### config.mk
export PLATFORM = sky130hd
export DESIGN_NAME = hhs_stage
export DESIGN_NICKNAME = d
export VERILOG_FILES = /design/src/rtl/assert_macros.svh /design/src/rtl/hhs_pkg.sv /design/src/rtl/hhs_stage.sv
export SDC_FILE = /design/constraint.sdc
export NUM_CORES = 1
export LEC_CHECK = 0
export BUFFER_PORTS_ARGS = -buffer_cell sky130_fd_sc_hd__buf_4
export CAP_MARGIN = 5
export CORE_MARGIN = 3
export CORE_UTILIZATION = 29
export CTS_BUF_LIST = sky130_fd_sc_hd__clkbuf_8
export CTS_CLUSTER_SIZE = 16
export DETAILED_ROUTE_END_ITERATION = 16
export PLACE_DENSITY_LB_ADDON = 0.1
export SLEW_MARGIN = 20
export SYNTH_ARGS = -nofsm -noshare
export SYNTH_HDL_FRONTEND = slang
export SYNTH_SLANG_ARGS = --single-unit
### constraint.sdc
create_clock -name i_clk -period 3.5 [get_ports i_clk]
set_input_delay 0.175 -clock i_clk [delete_from_list [all_inputs] [get_ports i_clk]]
set_output_delay 0.175 -clock i_clk [all_outputs]
set_load 0.01 [all_outputs]
### src/rtl/assert_macros.svh
// assertion macros used by the sampler top level
// no dependencies
`ifndef ASSERT_MACROS_SVH
`define ASSERT_MACROS_SVH

// implication checked at every rising clock edge outside reset
`define ASSERT_IMPL(label, clk, rst_n, pre, post, msg) \
    label: assert property (@(posedge clk) disable iff (!rst_n) (pre) |-> (post)) \
        else $error(msg);

// next-cycle implication, not gated by reset
`define ASSERT_NEXT(label, clk, pre, post, msg) \
    label: assert property (@(posedge clk) (pre) |=> (post)) else $error(msg);

`endif

### src/rtl/hhs_pkg.sv
// shared types, constants and step functions of the hemisphere sampler
// no dependencies
`timescale 1ns / 1ps

package hhs_pkg;

    localparam int FRAC_BITS  = 14;
    localparam int INDEX_BITS = 16;
    localparam int DIV_STEPS  = FRAC_BITS;
    localparam int PREP_STAGE = DIV_STEPS;
    localparam int SQRT_STEPS = FRAC_BITS + 1;
    localparam int SQRT_END   = PREP_STAGE + 1 + SQRT_STEPS;
    localparam logic [14:0] ONE = 15'(1 << FRAC_BITS);
    localparam logic signed [33:0] GAIN_Q30 = 34'sd652032874;

    localparam logic [31:0] ATAN_TURNS [32] = '{
        32'd536870912, 32'd316933406, 32'd167458907, 32'd85004756, 32'd42667331,
        32'd21354465, 32'd10679838, 32'd5340245, 32'd2670163, 32'd1335087,
        32'd667544, 32'd333772, 32'd166886, 32'd83443, 32'd41722, 32'd20861,
        32'd10430, 32'd5215, 32'd2608, 32'd1304, 32'd652, 32'd326, 32'd163,
        32'd81, 32'd41, 32'd20, 32'd10, 32'd5, 32'd3, 32'd1, 32'd1, 32'd0
    };

    typedef enum logic {
        REG_SAMPLE_COUNT = 1'b0,
        REG_COSINE_MODE  = 1'b1
    } t_reg_index;

    typedef struct packed {
        logic                valid;
        logic                clamped;
        logic                mode;
        logic [16:0]         n;
        logic [17:0]         rem;
        logic [13:0]         quo;
        logic [14:0]         cos_direct;
        logic [29:0]         rad_c;
        logic [29:0]         rad_s;
        logic [19:0]         rem_c;
        logic [19:0]         rem_s;
        logic [14:0]         root_c;
        logic [14:0]         root_s;
        logic [1:0]          quad;
        logic signed [33:0]  cx;
        logic signed [33:0]  cy;
        logic signed [32:0]  cz;
    } t_pipe;

    typedef struct packed {
        logic [29:0] rad;
        logic [19:0] rem;
        logic [14:0] root;
    } t_sqrt;

    function automatic logic [31:0] bit_rev(input logic [31:0] b);
        logic [31:0] r;
        for (int i = 0; i < 32; i++) begin
            r[31 - i] = b[i];
        end
        return r;
    endfunction

    // one digit of the restoring square root, two radicand bits in
    function automatic t_sqrt sqrt_step(input t_sqrt s);
        t_sqrt       o;
        logic [19:0] sh;
        logic [19:0] trial;
        sh    = {s.rem[17:0], s.rad[29:28]};
        trial = {3'b000, s.root[14:0], 2'b01};
        o.rad = {s.rad[27:0], 2'b00};
        if (sh >= trial) begin
            o.rem  = sh - trial;
            o.root = {s.root[13:0], 1'b1};
        end else begin
            o.rem  = sh;
            o.root = {s.root[13:0], 1'b0};
        end
        return o;
    endfunction

endpackage

### src/rtl/hhs_stage.sv
// one register stage of the sampler pipeline: divider bit, root prep,
// square root digits and cordic rotation, chosen by stage number; uses hhs_pkg
`timescale 1ns / 1ps

module hhs_stage #(
    parameter int STAGE        = 0,
    parameter int CORDIC_STEPS = 16
) (
    input  logic          i_clk,
    input  logic          i_rst_n,
    input  logic          i_en,
    input  hhs_pkg::t_pipe i_d,
    output hhs_pkg::t_pipe o_q
);

    hhs_pkg::t_pipe r_q;
    hhs_pkg::t_pipe n_q;

    always_comb begin
        logic [17:0]        rem2;
        logic [14:0]        u;
        logic [14:0]        onem;
        logic [29:0]        sq;
        hhs_pkg::t_sqrt     sc;
        hhs_pkg::t_sqrt     ss;
        logic signed [33:0] dx;
        logic signed [33:0] dy;
        logic signed [32:0] at;
        n_q  = i_d;
        rem2 = {i_d.rem[16:0], 1'b0};
        u    = i_d.clamped ? hhs_pkg::ONE : {1'b0, i_d.quo};
        onem = hhs_pkg::ONE - u;
        sq   = 30'(onem * onem);
        sc   = '{rad: i_d.rad_c, rem: i_d.rem_c, root: i_d.root_c};
        ss   = '{rad: i_d.rad_s, rem: i_d.rem_s, root: i_d.root_s};
        dx   = i_d.cy >>> (STAGE % 32);
        dy   = i_d.cx >>> (STAGE % 32);
        at   = signed'({1'b0, hhs_pkg::ATAN_TURNS[STAGE % 32]});
        if (STAGE < hhs_pkg::DIV_STEPS) begin
            if (rem2 >= {1'b0, i_d.n}) begin
                n_q.rem = rem2 - {1'b0, i_d.n};
                n_q.quo = {i_d.quo[12:0], 1'b1};
            end else begin
                n_q.rem = rem2;
                n_q.quo = {i_d.quo[12:0], 1'b0};
            end
        end else if (STAGE == hhs_pkg::PREP_STAGE) begin
            n_q.cos_direct = onem;
            n_q.rem_c  = '0;
            n_q.rem_s  = '0;
            n_q.root_c = '0;
            n_q.root_s = '0;
            if (i_d.mode) begin
                n_q.rad_c = {1'b0, onem, 14'b0};
                n_q.rad_s = {1'b0, u, 14'b0};
            end else begin
                n_q.rad_c = '0;
                n_q.rad_s = 30'(1 << 28) - sq;
            end
        end else if (STAGE < hhs_pkg::SQRT_END) begin
            sc = hhs_pkg::sqrt_step(sc);
            ss = hhs_pkg::sqrt_step(ss);
            n_q.rad_c  = sc.rad;
            n_q.rem_c  = sc.rem;
            n_q.root_c = sc.root;
            n_q.rad_s  = ss.rad;
            n_q.rem_s  = ss.rem;
            n_q.root_s = ss.root;
        end
        if (STAGE < CORDIC_STEPS) begin
            if (!i_d.cz[32]) begin
                n_q.cx = i_d.cx - dx;
                n_q.cy = i_d.cy + dy;
                n_q.cz = i_d.cz - at;
            end else begin
                n_q.cx = i_d.cx + dx;
                n_q.cy = i_d.cy - dy;
                n_q.cz = i_d.cz + at;
            end
        end
    end

    always_ff @(posedge i_clk) begin
        if (!i_rst_n) begin
            r_q.valid <= 1'b0;
        end else if (i_en) begin
            r_q.valid <= n_q.valid;
        end
        if (i_en) begin
            r_q.clamped    <= n_q.clamped;
            r_q.mode       <= n_q.mode;
            r_q.n          <= n_q.n;
            r_q.rem        <= n_q.rem;
            r_q.quo        <= n_q.quo;
            r_q.cos_direct <= n_q.cos_direct;
            r_q.rad_c      <= n_q.rad_c;
            r_q.rad_s      <= n_q.rad_s;
            r_q.rem_c      <= n_q.rem_c;
            r_q.rem_s      <= n_q.rem_s;
            r_q.root_c     <= n_q.root_c;
            r_q.root_s     <= n_q.root_s;
            r_q.quad       <= n_q.quad;
            r_q.cx         <= n_q.cx;
            r_q.cy         <= n_q.cy;
            r_q.cz         <= n_q.cz;
        end
    end

    assign o_q = r_q;

endmodule

==> results of run 1 <==
[stage by stage]
stage / instance area [um^2] / power (W) / util, % / hold WS, ps / setup TNS (ps)
after floorplan: 15900 / 0.005789 / - / 273.9 / 0
after global placement: 21580 / 0.007312 / 39.94 / 353.3 / -120.1
after detailed placement: 21580 / 0.007311 / 39.94 / 354.3 / -42.15
after CTS: 24920 / 0.01079 / 46.12 / 20.58 / 0
after global routing: 24940 / 0.01118 / 46.16 / 49.75 / 0
final: 24940 / 0.01065 / 46.16 / 84.18 / 0
[where the power goes]
part / total, W / internal, W / switching, W
logic: 0.00295 / 0.00141 / 0.00154
clock network: 0.00317 / 0.00164 / 0.00153
registers: 0.00453 / 0.00441 / 0.000121
[worst max-delay path, stage by stage]
cell           delay (ps)
dlygate4sd3_1         530
buf_4                 110
ha_1                  290
fa_1                  260
nor2b_1                60
o211ai_1              220
a21oi_1               160
o41ai_2               370
buf_4                 170
a21oi_1               100
a311o_1               450
a2111oi_0             540
buf_4                 190
a21oi_1                40
xnor2_1               130
[cell usage in the layout, fill, tap and decap left out, types with 16 or more instances in the layout]
master,synthesis,routed
xnor2_1,66,66
nor3_1,33,33
nor2_1,95,94
o21ai_0,82,82
dlygate4sd3_1,0,235
clkbuf_8,8,53
buf_4,1,674
inv_1,116,127
a21o_1,19,19
o21bai_1,18,18
a21oi_1,130,130
edfxtp_1,298,298
nand2_1,45,45
o21a_1,16,16
ha_1,118,118
[cell type report]
class                      count  area [um^2]  area share, %
tap                          696        870.8          3.492
clock buffer                  53        729.5          2.925
inverter                     120        452.9          1.816
timing repair buffer         912         7467          29.94
multi-input combinational    864         6176          24.76
sequential                   299         8969          35.96
clock inverter                38        261.5          1.049
antenna                        5        12.51        0.05017
[repair_timing]
| action | 4_1_cts | 5_1_grt |
|---|---|---|
| hold buffers | 235 | 0 |
| hold endpoints to repair | 234 | 0 |
| gates resized for setup | 0 | 1 |
| setup endpoints to repair | 0 | 1 |
[cell families after synthesis]
group,after synthesis,share of synthesized area [%]
AOI/OAI and AO/OA,369,14.75
and+or+nand+nor,272,8.383
adders and majority gates,123,9.917
DFF,299,56.42
muxes,22,1.440
buffers and inverters,168,4.793
xor gates and xnor gates,78,4.297
[routing by layer]
metal,routed length [um],vias up,GRT usage (%)
met4,3829,6,11.75
li1,-,6749,-
met1,26260,6902,26.37
met3,4636,133,4.714
met5,45,-,0
met2,31620,582,36.25
[how the worst min path moves through the flow]
stage,endpoint,slack [ps],cells past startpoint
final,o_q[68],80,3
after global routing,o_q[34],50,3
after CTS,o_q[68],20,3
after detailed placement,o_q[138],350,1
after global placement,o_q[153],350,1
after floorplan,o_q[0],270,0
==> metrics.yaml, run 1 <==
outcome:
  status: "complete, no violations"
cts:
  cts_tree: "done"
  clk_pin_slew_worst_paths_ps: 60
  cts_sinks: 299
  htreeDepth: 2
  cts_buffers: 53
  post-cts-setup-buffers: 0
  clockBufferDepth: 3
  clock_latency_ps: 620
  clockRootBuffer: "clkbuf_8"
yosys:
  yosys_register_bits: 299
  avgSynthCellArea_um2: 11.94
  yosysSeqAreaShare_pct: 56.42
  synth.net_count: 1757
  synthDistinctLibCells: 80
  synth.most_common_cell: "edfxtp_1"
  ys_async_sr_fraction_pct: 0
  synth_largest_area_cell: "edfxtp_1"
  synthTopCellsByCount: "edfxtp_1 (298), a21oi_1 (130), ha_1 (118)"
  synth_area_um2: 15900
  syn_inst: 1331
  synth-edff-count: 298
  yosys_warnings: 0
  synth_area_leaders: "edfxtp_1 (56%), ha_1 (9.3%), a21oi_1 (4.1%), xnor2_1 (3.6%), inv_1 (2.7%)"
  synth-main-ff-cell: "edfxtp_1"
  yosys.area.top_type_share_pct: 56.29
detailed_routing:
  drt-initial-drc-count: 822
  vias: 14370
  post_drt_wl_per_cell_um: 22.22
  wl_mm: 66.38
  vias_per_cell: 4.812
  post-route-drc-count: 0
  drtAntennaViolNets: 0
  dr.pass1.iters: 5
cells_and_area:
  drive_gt1_share_pct: 34.03
  largest_reg_flops: 299
  stdcell_count: 2987
  fill_cells: 5105
  area_delta_synth_final_pct: 56.88
  nets: 2676
grt:
  track_usage_pct: 21.77
  grt_pass1_wl_mm: 93.40
  grt_max_degree: 105
  grt_remaining_overflow: 0
  antenna_found_initial: 9
  first_global_vias: 14510
sta:
  hold_viol_final: 0
  layout_setup_ws_ps: 60.28
  fin_crit_ps: 3440
  finalSetupViolations: 0
  slew_viol_final: 0
  min_period_over_period_pct: 98.28
  tightestPinTransition_ps: 941.0
  rsz0062_at_grt: "false"
  finalClockSkew_ps: 0
  relSlewSlack_pct: 37.27
  timing.fmax_ghz: 0.2907
floorplan:
  coreArea_um2: 54030
  io_pins: 603
  placementRows: 85
  die_h_um: 240.1
  die_w_um: 240.1
  initial_core_util_pct: 29.42
  dieArea_um2: 57660
worst_setup_path:
  reg2reg_slack_ps: 2360
  cp-start-kind: "input port"
  timing.rr.end: "o_q[299]"
  crit_start: "i_d[67]"
  cp-endpoint: "o_q[63]"
  r2r-start: "o_q[299]"
  worstSetupPathType: "in -> reg"
  cp-end-kind: "flip-flop"
  arrival_ps: 3820
  cp_max_fo: 3
  cp.required_ps: 3880
  r2r_cells: 3
placed_design:
  gp_congestion: 0.8896
  port_buffers: 600
  placed_cells: 2656
  dpl.hpwl_mm: 52.18
  preCtsSetupSlack_ps: -34.91
hold_path:
  hold_path.class: "in -> reg"
  min_from: "i_d[34]"
power_and_ir_drop:
  powerDensity_nw_per_um2: 427.0
  peakVddDrop_v: 0.0002265
  leakage_nw: 10.88
run:
  cap_violations: 0
No activity file was read; power rests on OpenSTA's default activity.
==> inputs of run 2 (changes only) <==
--- a/config.mk
+++ b/config.mk
@@ -7,11 +7,11 @@
 export LEC_CHECK = 0
 export BUFFER_PORTS_ARGS = -buffer_cell sky130_fd_sc_hd__buf_4
 export CAP_MARGIN = 5
-export CORE_MARGIN = 3
-export CORE_UTILIZATION = 29
+export CORE_AREA = 3 3 236 238
 export CTS_BUF_LIST = sky130_fd_sc_hd__clkbuf_8
 export CTS_CLUSTER_SIZE = 16
 export DETAILED_ROUTE_END_ITERATION = 16
+export DIE_AREA = 0 0 239 241
 export PLACE_DENSITY_LB_ADDON = 0.1
 export SLEW_MARGIN = 20
 export SYNTH_ARGS = -nofsm -noshare
==> run 2 against run 1 <==
Non-clock buffer count shrank 6. Combinational power is essentially flat. Sequential share of layout area grew 0.15 points. First-iteration DRC count grew 13%. Fmax grew 3.7%. Global-route usage shrank 0.051 points. Critical path depth shrank 1. Design area shrank 0.41%. Cell count is essentially flat. Utilization is essentially flat. Register-to-register slack lost 40 ps. Worst setup slack gained 120 ps.
==> metrics.yaml, run 2 (same netlist as run 1, synthesis figures left out) <==
cts:
  clk_pin_slew_worst_paths_ps: 60  # about the same
  clockBufferDepth: 3  # unchanged
  clock_latency_ps: 590  # -30 ps
  cts_sinks: 299  # unchanged
  clockRootBuffer: "clkbuf_8"
  cts_tree: "done"
  cts_buffers: 54  # +1.9%
  htreeDepth: 2  # unchanged
hold_path:
  hold_path.class: "in -> reg"
grt:
  track_usage_pct: 21.72  # -0.051 points
  first_global_vias: 14500  # -0.096%
  grt_pass1_wl_mm: 94.05  # +0.70%
  antenna_found_initial: 5  # -4
  grtUsageMet2_pct: 39.38  # +3.1 points
  grt_max_degree: 77  # -27%
  top_usage_layer: "met2"
  grt_remaining_overflow: 0  # unchanged
  grtUsageMet1_pct: 26.25  # -0.13 points
  gr-usage-met3_pct: 3.897  # -0.82 points
placed_design:
  port_buffers: 600  # unchanged
  placed_cells: 2653  # -0.11%
  gp_congestion: 0.9147  # +2.8%
  dpl.hpwl_mm: 52.08  # -0.18%
  preCtsSetupSlack_ps: -1.805  # +33.11 ps
detailed_routing:
  vias: 14400  # +0.18%
  vias_per_cell: 4.823  # +0.25%
  post-route-drc-count: 0  # unchanged
  drtAntennaViolNets: 0  # unchanged
  drt-initial-drc-count: 930  # +13%
  dr.pass1.iters: 5  # unchanged
  wl_mm: 66.13  # -0.38%
  post_drt_wl_per_cell_um: 22.15  # -0.32%
sta:
  fin_crit_ps: 3317  # -123.1 ps
  finalSetupViolations: 0  # unchanged
  rsz0062_at_grt: "false"
  hold_viol_final: 0  # unchanged
  layout_setup_ws_ps: 183.4  # +123.1 ps
  timing.fmax_ghz: 0.3015  # +3.7%
  tightestPinTransition_ps: 728.0  # -213.0 ps
  finalClockSkew_ps: 0  # unchanged
  relSlewSlack_pct: 51.47  # +14 points
  min_period_over_period_pct: 94.76  # -3.5 points
  setup_tns_ps: 0  # unchanged
  slew_viol_final: 0  # unchanged
floorplan:
  die_h_um: 241  # +0.36%
  die_w_um: 239  # -0.47%
  io_pins: 603  # unchanged
  placementRows: 85  # unchanged
  coreArea_um2: 53810  # -0.39%
  dieArea_um2: 57600  # -0.11%
  initial_core_util_pct: 29.54  # +0.12 points
worst_setup_path:
  cp-start-kind: "input port"
  cp_max_fo: 3  # unchanged
  arrival_ps: 3660  # -160 ps
  cp.required_ps: 3850  # -30 ps
  cp-end-kind: "flip-flop"
  worstSetupPathType: "in -> reg"
cells_and_area:
  stdcell_count: 2985  # -0.067%
  fill_cells: 4998  # -2.1%
  multi_input_area_um2: 6176  # unchanged
  most-common-layout-cells: "buf_4 (670), edfxtp_1 (298), dlygate4sd3_1 (232)"
  drive_gt1_share_pct: 33.76  # -0.28 points
  nets: 2671  # -0.19%
  largest_reg_flops: 299  # unchanged
  final-seq-area_um2: 8969  # unchanged
  layout_commonest_cell: "buf_4"
  area_delta_synth_final_pct: 56.25
outcome:
  status: "complete, no violations"
power_and_ir_drop:
  peakVddDrop_v: 0.0002219  # -2.0%
  powerDensity_nw_per_um2: 419.8  # -1.7%
  leakage_nw: 10.83  # -0.41%
run:
  cap_violations: 0  # unchanged
## run 2: cell types whose count changed in the layout (fill, tap and decap cells not counted), sizes merged, moves of 3 or more
| cell | delta |
|---|---|
| buf | -3 |
| bufinv | -3 |
| dlygate4sd3 | -3 |
| inv | +4 |
## run 2: area by class of cell
class | instances | share of cell area (%)
timing repair buffer | 906 | 29.90
tap | 696 | 3.506
inverter | 120 | 1.824
multi-input combinational | 864 | 24.87
clock inverter | 41 | 0.7506
sequential | 299 | 36.11
clock buffer | 54 | 2.992
antenna | 5 | 0.05038
## run 2: critical path: stages
cell and delay, ps:
dlygate4sd3_1 540, buf_4 150, ha_1 260, fa_1 400, nor2b_1 170, o311ai_2 290
a211oi_2 140, o41ai_2 330, buf_4 170, o41ai_2 80, a31o_1 270, a221o_1 370
a211oi_2 230, xor2_1 90
## run 2: power by group
part           internal [W]  leakage [nW]  switching (W)
clock               0.00144         0.529        0.00151
combinational       0.00140          7.38        0.00153
sequential          0.00441          2.93       0.000128
total               0.00725          10.8        0.00317
## run 2: what timing repair did
action                     4_1_cts  5_1_grt
hold endpoints to repair       232        0
setup buffers                    0        0
hold buffers                   232        0
resized for setup                0        1
setup endpoints to repair        0        1
## run 2: routing by layer
metal,vias to the layer above,wire length [um]
met5,-,13
met4,2,1937
met3,93,3838
met2,565,34090
met1,7005,26250
li1,6733,-
## run 2: stage by stage
| step | cell area, um^2 | power (W) | hold slack [ps] | util [%] |
|---|---|---|---|---|
| 2_1_floorplan | 15900 | 0.005789 | 273.9 | - |
| 3_3_place_gp | 21570 | 0.007302 | 352.8 | 40.07 |
| 3_5_place_dp | 21570 | 0.007308 | 354.3 | 40.07 |
| 4_1_cts | 24820 | 0.01058 | 7.227 | 46.12 |
| 5_1_grt | 24830 | 0.01097 | 39.31 | 46.15 |
| 6_report | 24840 | 0.01043 | 50.70 | 46.15 |
## run 2: worst paths after layout
check,start,endpoint,slack (ps),depth (start not counted)
max,i_d[67],o_q[65],180,14
min,i_en,o_q[102],50,1
max reg2reg,o_q[299],o_q[299],2320,3
min reg2reg,o_q[299],o_q[299],1110,3
